### config.mk
export PLATFORM = sky130hd
export DESIGN_NAME = kalman_filter_1d
export DESIGN_NICKNAME = d
export VERILOG_FILES = /design/src/design/kf1d_pkg.sv /design/src/design/kalman_filter_1d.sv /design/src/design/kf1d_serial_mul.sv /design/src/design/kf1d_serial_div.sv
export SDC_FILE = /design/constraint.sdc
export NUM_CORES = 2
export LEC_CHECK = 0
export ABC_AREA = 0
export BUFFER_PORTS_ARGS = -buffer_cell sky130_fd_sc_hd__buf_4
export CORE_AREA = 10 10 324 326
export CTS_CLUSTER_DIAMETER = 80
export CTS_CLUSTER_SIZE = 24
export DETAILED_ROUTE_END_ITERATION = 16
export DIE_AREA = 0 0 334 336
export PLACE_DENSITY = 0.89
export SLEW_MARGIN = 20
export SYNTH_ARGS = -nofsm -noshare
export SYNTH_HDL_FRONTEND = slang
export SYNTH_SLANG_ARGS = --single-unit
export TNS_END_PERCENT = 100
### constraint.sdc
create_clock -name clk -period 10.2 [get_ports clk]
set_input_delay 0.51 -clock clk [delete_from_list [all_inputs] [get_ports clk]]
set_output_delay 0.51 -clock clk [all_outputs]
set_load 0.005 [all_outputs]
### src/design/kf1d_pkg.sv
// Shared types, constants and helpers for the one-dimensional Kalman filter.
// Used by every module of the block; depends on nothing.
package kf1d_pkg;

  // Data width of every mean and variance (Q16.16).
  localparam int DATA_WIDTH = 32;
  // Step counter for one bit-serial pass over DATA_WIDTH bits.
  localparam int CNT_W = $clog2(DATA_WIDTH);
  localparam int CFG_INDEX_W = 3;

  // Register reset values.
  localparam logic [DATA_WIDTH-1:0] MEAS_VAR_RESET = DATA_WIDTH'(4 * 65536);
  localparam logic [DATA_WIDTH-1:0] MOTION_VAR_RESET = DATA_WIDTH'(2 * 65536);
  localparam logic [DATA_WIDTH-1:0] INIT_MEAN_RESET = '0;
  localparam logic [DATA_WIDTH-1:0] INIT_VAR_RESET = DATA_WIDTH'(1000 * 65536);

  // Configuration register indexes.
  typedef enum logic [CFG_INDEX_W-1:0] {
    CFG_MEAS_VAR   = 3'd0,
    CFG_MOTION_VAR = 3'd1,
    CFG_INIT_MEAN  = 3'd2,
    CFG_INIT_VAR   = 3'd3
  } cfg_index_t;

  // Sequencer states.
  typedef enum logic [2:0] {
    ST_IDLE,
    ST_MUL,
    ST_COMB,
    ST_DIV,
    ST_FIN,
    ST_OUT
  } kf_state_t;

  // Input word: one measurement and one motion step.
  typedef struct packed {
    logic signed [DATA_WIDTH-1:0] measurement;
    logic signed [DATA_WIDTH-1:0] motion;
    logic                         restart;
  } sample_t;

  // Output word: updated and predicted estimate.
  typedef struct packed {
    logic signed [DATA_WIDTH-1:0] updated_mean;
    logic        [DATA_WIDTH-1:0] updated_variance;
    logic signed [DATA_WIDTH-1:0] predicted_mean;
    logic        [DATA_WIDTH-1:0] predicted_variance;
  } estimate_t;

  // Control of a bit-serial unit: load operands, or advance one bit.
  typedef struct packed {
    logic load;
    logic step;
  } ser_ctl_t;

  // Magnitude of a two's complement value; the most negative value maps to 2^(W-1).
  function automatic logic [DATA_WIDTH-1:0] mag_of(logic [DATA_WIDTH-1:0] v);
    return v[DATA_WIDTH-1] ? (~v + 1'b1) : v;
  endfunction

endpackage

### src/design/kalman_filter_1d.sv
// One-dimensional Kalman filter, Q16.16, bit-serial multiply and divide.
// A word is taken only in idle, after the previous word has left the sequencer, and the
// multipliers and dividers work one bit per cycle; a new word is taken while the last
// result waits in the output register.
// Reset (synchronous, rst high) loads register defaults and the initial estimate.
module kalman_filter_1d import kf1d_pkg::*; (
  input  logic                   clk,
  input  logic                   rst,
  input  logic                   sample_valid,
  output logic                   sample_ready,
  input  sample_t                sample,
  output logic                   estimate_valid,
  input  logic                   estimate_ready,
  output estimate_t              estimate,
  input  logic                   cfg_write,
  input  logic [CFG_INDEX_W-1:0] cfg_index,
  input  logic [DATA_WIDTH-1:0]  cfg_data
);

  // Configuration registers.
  logic [DATA_WIDTH-1:0] meas_var;
  logic [DATA_WIDTH-1:0] motion_var;
  logic [DATA_WIDTH-1:0] init_mean;
  logic [DATA_WIDTH-1:0] init_var;

  // Filter state.
  logic [DATA_WIDTH-1:0] est_mean;
  logic [DATA_WIDTH-1:0] est_var;

  // Sequencer.
  kf_state_t        state, state_next;
  logic [CNT_W-1:0] cnt, cnt_next;
  logic             last_bit;
  ser_ctl_t         mul_ctl, div_ctl;

  // Operands of the word in work.
  logic [DATA_WIDTH-1:0] op_mean;
  logic [DATA_WIDTH-1:0] op_motion;
  logic [DATA_WIDTH:0]   op_sum;
  logic                  neg_mean, neg_meas, neg_out;
  logic [DATA_WIDTH-1:0] upd_mean, upd_var;

  logic                  take;
  logic                  out_free;
  logic [DATA_WIDTH-1:0] sel_mean, sel_var;

  logic [2*DATA_WIDTH-1:0] prod_a, prod_b, prod_v;
  logic [2*DATA_WIDTH:0]   mag;
  logic                    mag_neg;
  logic [DATA_WIDTH-1:0]   quo_mean, quo_var;

  logic [DATA_WIDTH:0]   pm_wide, pv_wide;
  logic [DATA_WIDTH-1:0] pm_sat, pv_sat;

  assign take     = sample_valid && sample_ready;
  assign out_free = !estimate_valid || estimate_ready;
  assign last_bit = cnt == CNT_W'(DATA_WIDTH - 1);

  // A restart word works from the configured initial estimate.
  assign sel_mean = sample.restart ? init_mean : est_mean;
  assign sel_var  = sample.restart ? init_var : est_var;

  // Configuration writes; indexes past the last register are ignored.
  always_ff @(posedge clk) begin
    if (rst) begin
      meas_var   <= MEAS_VAR_RESET;
      motion_var <= MOTION_VAR_RESET;
      init_mean  <= INIT_MEAN_RESET;
      init_var   <= INIT_VAR_RESET;
    end else if (cfg_write) begin
      unique case (cfg_index)
        CFG_MEAS_VAR:   meas_var   <= cfg_data;
        CFG_MOTION_VAR: motion_var <= cfg_data;
        CFG_INIT_MEAN:  init_mean  <= cfg_data;
        CFG_INIT_VAR:   init_var   <= cfg_data;
        default: ;
      endcase
    end
  end

  // Three products run side by side: vm*|m|, ve*|z| and ve*vm.
  kf1d_serial_mul u_mul_mean (
    .clk     (clk),
    .ctl     (mul_ctl),
    .a       (meas_var),
    .b       (mag_of(sel_mean)),
    .product (prod_a)
  );

  kf1d_serial_mul u_mul_meas (
    .clk     (clk),
    .ctl     (mul_ctl),
    .a       (sel_var),
    .b       (mag_of(sample.measurement)),
    .product (prod_b)
  );

  kf1d_serial_mul u_mul_var (
    .clk     (clk),
    .ctl     (mul_ctl),
    .a       (sel_var),
    .b       (meas_var),
    .product (prod_v)
  );

  // Signed sum of the two weighted terms, kept as sign and magnitude.
  always_comb begin
    if (neg_mean == neg_meas) begin
      mag     = {1'b0, prod_a} + {1'b0, prod_b};
      mag_neg = neg_mean;
    end else if (prod_a >= prod_b) begin
      mag     = {1'b0, prod_a - prod_b};
      mag_neg = neg_mean;
    end else begin
      mag     = {1'b0, prod_b - prod_a};
      mag_neg = neg_meas;
    end
  end

  // Both quotients share the total variance as divisor.
  kf1d_serial_div u_div_mean (
    .clk      (clk),
    .ctl      (div_ctl),
    .dividend (mag),
    .divisor  (op_sum),
    .quotient (quo_mean)
  );

  kf1d_serial_div u_div_var (
    .clk      (clk),
    .ctl      (div_ctl),
    .dividend ({1'b0, prod_v}),
    .divisor  (op_sum),
    .quotient (quo_var)
  );

  // Prediction with saturation at the field limits.
  assign pm_wide = {upd_mean[DATA_WIDTH-1], upd_mean} + {op_motion[DATA_WIDTH-1], op_motion};
  assign pv_wide = {1'b0, upd_var} + {1'b0, motion_var};

  always_comb begin
    if (pm_wide[DATA_WIDTH] != pm_wide[DATA_WIDTH-1]) begin
      pm_sat = pm_wide[DATA_WIDTH] ? {1'b1, {(DATA_WIDTH-1){1'b0}}}
                                   : {1'b0, {(DATA_WIDTH-1){1'b1}}};
    end else begin
      pm_sat = pm_wide[DATA_WIDTH-1:0];
    end
    pv_sat = pv_wide[DATA_WIDTH] ? {DATA_WIDTH{1'b1}} : pv_wide[DATA_WIDTH-1:0];
  end

  // Next state, bit counter and unit controls; no word is taken during reset.
  always_comb begin
    state_next   = state;
    cnt_next     = cnt;
    mul_ctl      = '0;
    div_ctl      = '0;
    sample_ready = 1'b0;
    unique case (state)
      ST_IDLE: begin
        sample_ready = !rst;
        if (sample_valid && !rst) begin
          mul_ctl.load = 1'b1;
          cnt_next     = '0;
          state_next   = ST_MUL;
        end
      end
      ST_MUL: begin
        mul_ctl.step = 1'b1;
        cnt_next     = cnt + 1'b1;
        if (last_bit) begin
          state_next = ST_COMB;
        end
      end
      ST_COMB: begin
        div_ctl.load = 1'b1;
        cnt_next     = '0;
        state_next   = ST_DIV;
      end
      ST_DIV: begin
        div_ctl.step = 1'b1;
        cnt_next     = cnt + 1'b1;
        if (last_bit) begin
          state_next = ST_FIN;
        end
      end
      ST_FIN: begin
        state_next = ST_OUT;
      end
      ST_OUT: begin
        if (out_free) begin
          state_next = ST_IDLE;
        end
      end
      default: begin
        state_next = ST_IDLE;
      end
    endcase
  end

  always_ff @(posedge clk) begin
    if (rst) begin
      state <= ST_IDLE;
      cnt   <= '0;
    end else begin
      state <= state_next;
      cnt   <= cnt_next;
    end
  end

  // Capture the operands of an accepted word.
  always_ff @(posedge clk) begin
    if (take) begin
      op_mean   <= sel_mean;
      op_motion <= sample.motion;
      op_sum    <= {1'b0, sel_var} + {1'b0, meas_var};
      neg_mean  <= sel_mean[DATA_WIDTH-1];
      neg_meas  <= sample.measurement[DATA_WIDTH-1];
    end
    if (state == ST_COMB) begin
      neg_out <= mag_neg;
    end
  end

  // Updated estimate; with zero total variance the mean is kept and the variance is zero.
  always_ff @(posedge clk) begin
    if (state == ST_FIN) begin
      if (op_sum == '0) begin
        upd_mean <= op_mean;
        upd_var  <= '0;
      end else begin
        upd_mean <= neg_out ? (~quo_mean + 1'b1) : quo_mean;
        upd_var  <= quo_var;
      end
    end
  end

  // Filter state follows the predicted estimate, or a restart.
  always_ff @(posedge clk) begin
    if (rst) begin
      est_mean <= INIT_MEAN_RESET;
      est_var  <= INIT_VAR_RESET;
    end else if (state == ST_OUT && out_free) begin
      est_mean <= pm_sat;
      est_var  <= pv_sat;
    end
  end

  // Output register, free to hold a word while the next one is in work.
  always_ff @(posedge clk) begin
    if (rst) begin
      estimate_valid <= 1'b0;
    end else if (state == ST_OUT && out_free) begin
      estimate_valid <= 1'b1;
    end else if (estimate_ready) begin
      estimate_valid <= 1'b0;
    end
  end

  always_ff @(posedge clk) begin
    if (state == ST_OUT && out_free) begin
      estimate.updated_mean       <= upd_mean;
      estimate.updated_variance   <= upd_var;
      estimate.predicted_mean     <= pm_sat;
      estimate.predicted_variance <= pv_sat;
    end
  end

endmodule

### src/design/kf1d_serial_mul.sv
// Shift-and-add unsigned multiplier, one multiplier bit per cycle.
// Depends on kf1d_pkg for the data width and the control struct.
module kf1d_serial_mul import kf1d_pkg::*; (
  input  logic                      clk,
  input  ser_ctl_t                  ctl,
  input  logic [DATA_WIDTH-1:0]     a,
  input  logic [DATA_WIDTH-1:0]     b,
  output logic [2*DATA_WIDTH-1:0]   product
);

  logic [DATA_WIDTH-1:0]   a_reg;
  logic [2*DATA_WIDTH-1:0] acc;
  logic [DATA_WIDTH:0]     upper_sum;

  // Add the multiplicand into the upper half when the current multiplier bit is set.
  assign upper_sum = {1'b0, acc[2*DATA_WIDTH-1:DATA_WIDTH]}
                   + (acc[0] ? {1'b0, a_reg} : {(DATA_WIDTH+1){1'b0}});

  // The multiplier shifts out of the low half while the product fills in from the top.
  always_ff @(posedge clk) begin
    if (ctl.load) begin
      a_reg <= a;
      acc   <= {{DATA_WIDTH{1'b0}}, b};
    end else if (ctl.step) begin
      acc <= {upper_sum, acc[DATA_WIDTH-1:1]};
    end
  end

  assign product = acc;

endmodule

### src/design/kf1d_serial_div.sv
// Restoring divider, one quotient bit per cycle, for dividends whose quotient
// fits DATA_WIDTH bits. Depends on kf1d_pkg for the data width and control struct.
module kf1d_serial_div import kf1d_pkg::*; (
  input  logic                      clk,
  input  ser_ctl_t                  ctl,
  input  logic [2*DATA_WIDTH:0]     dividend,
  input  logic [DATA_WIDTH:0]       divisor,
  output logic [DATA_WIDTH-1:0]     quotient
);

  logic [DATA_WIDTH:0]   rem;
  logic [DATA_WIDTH-1:0] quo;
  logic [DATA_WIDTH:0]   dvs;
  logic [DATA_WIDTH+1:0] shifted;
  logic [DATA_WIDTH+1:0] diff;
  logic                  ge;

  // Bring down the next dividend bit and try the subtraction.
  assign shifted = {rem, quo[DATA_WIDTH-1]};
  assign diff    = shifted - {1'b0, dvs};
  assign ge      = shifted >= {1'b0, dvs};

  // The high half seeds the remainder; it is below the divisor because the
  // quotient fits. The low half shifts out as quotient bits shift in.
  always_ff @(posedge clk) begin
    if (ctl.load) begin
      rem <= dividend[2*DATA_WIDTH:DATA_WIDTH];
      quo <= dividend[DATA_WIDTH-1:0];
      dvs <= divisor;
    end else if (ctl.step) begin
      rem <= ge ? diff[DATA_WIDTH:0] : shifted[DATA_WIDTH:0];
      quo <= {quo[DATA_WIDTH-2:0], ge};
    end
  end

  assign quotient = quo;

endmodule

==> impl_metrics.tcl <==
set metrics [dict create \
    status "complete, no violations" \
    synth_area_um2 59700 \
    synth.distinct_cells 97 \
    leakage_uw 0.0260 \
    synth-compound-area-share_pct 20.4 \
    slew_headroom_pct 27.4 \
    regMostFlops "estimate" \
    post_drt_wl_per_cell_um 24.8 \
    die_x_um 334 \
    syn_avg_cell_area_um2 8.87 \
    post-place-cells 7978 \
    synth-edff-count 613 \
    synth_top_area_share_pct 30.9 \
    die-area_um2 112000 \
    rr_endpoint "u_div_mean.rem[22]$_DFFE_PP_" \
    wl_mm 201 \
    tns_ps 0 \
    synth_top_family_by_area "compound AO/OA/AOI/OAI gates" \
    clock_latency_ps 720 \
    ys.flop_type "edfxtp_1" \
    postRouteAntennaNets 0 \
    drv_slew 0 \
    synth_area_leader_cell "edfxtp_1" \
    hold_path_depth 3 \
    syn_nets 7293 \
    tightest_slew_ps 1080 \
    crit_chain "inv_1, ha_1, fa_1, nor2b_1, o21bai_1, a2111oi_1, o21ba_2, nor3_1, o21ai_0, a21oi_1, o21ai_0, a22oi_1, xnor2_1, a21oi_1" \
    gr-total-overflow 0 \
    cts_sinks 911 \
    end_kind "flip-flop" \
    core_area_um2 98100 \
    arrival_ps 5600 \
    fin_cells 8117 \
    cap_violations 0 \
    synthToLayoutAreaGrowth_pct 7.83 \
    drive_gt1_share_pct 7.22 \
    startpoint_type "flip-flop" \
    yosysSeqAreaShare_pct 40.9 \
    portBuffers 234 \
    rows 115 \
    worst_path_max_delay_cell "edfxtp_1" \
    crit_type "flip-flop to flip-flop" \
    yosys.area_share.adder_pct 9.91 \
    r2r_start "u_mul_meas.product[0]$_DFFE_PP_" \
    hold_viol 0 \
    ctsRootBufferMaster "clkbuf_16" \
    dp_hpwl_mm 152 \
    crit_fanout 35 \
    grt_max_degree 96 \
    rsz0062_at_grt "false" \
    clock_path_buffers 3 \
    rr_worst_depth 14 \
    grt.total_usage_pct 34.3 \
    largest_reg_flops 128 \
    finalSetupViolCount 0 \
    r2r_setup_slack_ps 4980 \
    ir_drop_mv 0.210 \
    ys_warn_count 0 \
    cts.htree.levels 2 \
    nets 7349 \
    final.min_clock_period_ps 5220 \
    crit_buf_inv 1 \
    ios 235 \
    viasPerCell 6.59 \
    grt_pass1_vias 49400 \
    drtIter0Drc 7315 \
    synth_most_common_cell "nand2_1" \
    required_ps 10580 \
    antenna_found_initial 11 \
    start_util_pct 60.8 \
    clkTransAtPathRegs_ps 100 \
    synth.area.mux_share_pct 2.19 \
    timing.final.crit_share_pct 51.1 \
    power.density_nw_per_um2 195 \
    max_freq_ghz 0.192 \
    ys_ff_latch 911 \
    yosys.area_share.simple_pct 17.3 \
    synth_async_sr_flop_share_pct 0 \
    critPathMaxStageDelay_ps 990 \
    crit_family "compound AO/OA/AOI/OAI gates" \
    first_pass_iters 10 \
    netlist_instances 6723 \
    fp.dieH_um 336 \
    cts_tree "done" \
    hold_path.class "input pin to flip-flop" \
    vias 53500 \
    yosys-top-cells-area "edfxtp_1, dfxtp_1, ha_1, nand2_1, a21oi_1" \
    cts_buffers 54 \
    cts_resized 0 \
    synth-xor-area-share_pct 5.24 \
    netlist_top_cells_count "nand2_1, a21oi_1, edfxtp_1" \
    route.detailed.drc 0 \
    worst_hold_path.endpoint "init_mean[7]$_SDFFE_PP0P_" \
    worstHoldStart "cfg_data[7]" \
    finalClockSkew_ps 60.4 \
    gp_congestion 1.02 \
    grt_pass1_wl_mm 300 \
]
[metal layers]
| metal | up-vias | share of wire (%) | global-route usage [%] |
|---|---|---|---|
| li1 | 24200 | - | - |
| met1 | 25400 | 40 | 47.6 |
| met2 | 3364 | 43 | 52.6 |
| met3 | 487 | 12 | 6.03 |
| met4 | 6 | 4.7 | 14.2 |
| met5 | - | 0.020 | 0 |
[per-stage QoR]
stage,total power (uW),worst slack [ps],area [um^2],hold slack (ps),utilization (%)
2_1_floorplan,8310,4530,59700,417,-
3_3_place_gp,9840,5250,62200,433,63.4
3_5_place_dp,9870,5140,62200,436,63.4
4_1_cts,12300,5130,64300,43.2,65.5
5_1_grt,13100,4720,64300,61.7,65.5
6_report,12600,4980,64300,70.9,65.6
[worst reg2reg max path: cells and delay by family (launching register included)]
kind / cells / cell delay (ps)
xor gates and xnor gates: 1 / 210
and+or+nand+nor: 2 / 260
DFF: 1 / 990
buffers and inverters: 1 / 150
AOI/OAI and AO/OA: 8 / 2570
adders and majority gates: 2 / 680
[final cells by class]
type,instances,area (um^2)
flip-flops and latches,911,24400
clock inverters,20,315
fillers,7771,33800
inverters,331,1260
multi-input cells,5180,32900
clock buffers,81,1480
well taps,1287,1610
diodes,6,15.0
repair buffers,301,2340
[kinds of logic (layout without fill, tap and decap cells)]
| logic type | after synthesis | in the layout |
|---|---|---|
| DFF | 911 | 911 |
| xor gates and xnor gates | 357 | 357 |
| muxes | 124 | 124 |
| adders and majority gates | 466 | 466 |
| AOI/OAI and AO/OA | 1967 | 1967 |
| buffers and inverters | 632 | 733 |
| and+or+nand+nor | 2266 | 2266 |
| other | 0 | 6 |
[report_power, final]
| group | leakage (uW) | switching, uW | internal [uW] |
|---|---|---|---|
| clock network | 0.000866 | 1400 | 1080 |
| registers | 0.00804 | 333 | 4170 |
| logic | 0.0171 | 3680 | 1900 |
| total | 0.0260 | 5410 | 7150 |
[what timing repair did]
action / in CTS / in global routing
setup buffers: 0 / 0
hold buffers: 32 / 0
endpoints found under the hold margin: 32 / 0
setup endpoints to repair: 0 / 0
[layout by cell type, fill, tap and decap left out, types with 19 or more instances in the layout]
cell type / n
a211oi_1: 88
a21o_1: 163
a21oi_1: 710
a221oi_1: 22
a311oi_1: 29
a31oi_1: 46
and2_1: 121
and3_1: 40
buf_4: 268
clkbuf_1: 25
clkbuf_16: 55
dfxtp_1: 298
dlygate4sd3_1: 32
edfxtp_1: 613
ha_1: 454
inv_1: 325
mux2_2: 50
mux2i_1: 72
nand2_1: 1035
nand2b_1: 75
nand3_1: 94
nand3b_1: 20
nand4_1: 63
nor2_1: 459
nor2b_1: 81
nor3_1: 117
nor4_1: 40
o211ai_1: 49
o21a_1: 50
o21ai_0: 450
o21bai_1: 74
o22ai_1: 23
o31ai_1: 50
or2_2: 19
or3_1: 35
xnor2_1: 215
xor2_1: 140
[how the worst max path moves through the flow]
stage                                    startpoint                               end  slack (ps)  cells after the start
floorplan                     state[1]$_SDFFE_PP0P_      u_div_mean.rem[18]$_DFFE_PP_        4530                      9
global placement    u_mul_mean.product[0]$_DFFE_PP_  u_div_mean.quotient[4]$_DFFE_PP_        5250                     15
detailed placement  u_mul_mean.product[0]$_DFFE_PP_  u_div_mean.quotient[4]$_DFFE_PP_        5140                     15
CTS                 u_mul_mean.product[0]$_DFFE_PP_  u_div_mean.quotient[4]$_DFFE_PP_        5130                     15
global route        u_mul_mean.product[0]$_DFFE_PP_  u_div_mean.quotient[4]$_DFFE_PP_        4720                     15
finish              u_mul_meas.product[0]$_DFFE_PP_      u_div_mean.rem[22]$_DFFE_PP_        4980                     14
No activity file was read; power rests on OpenSTA's default activity.
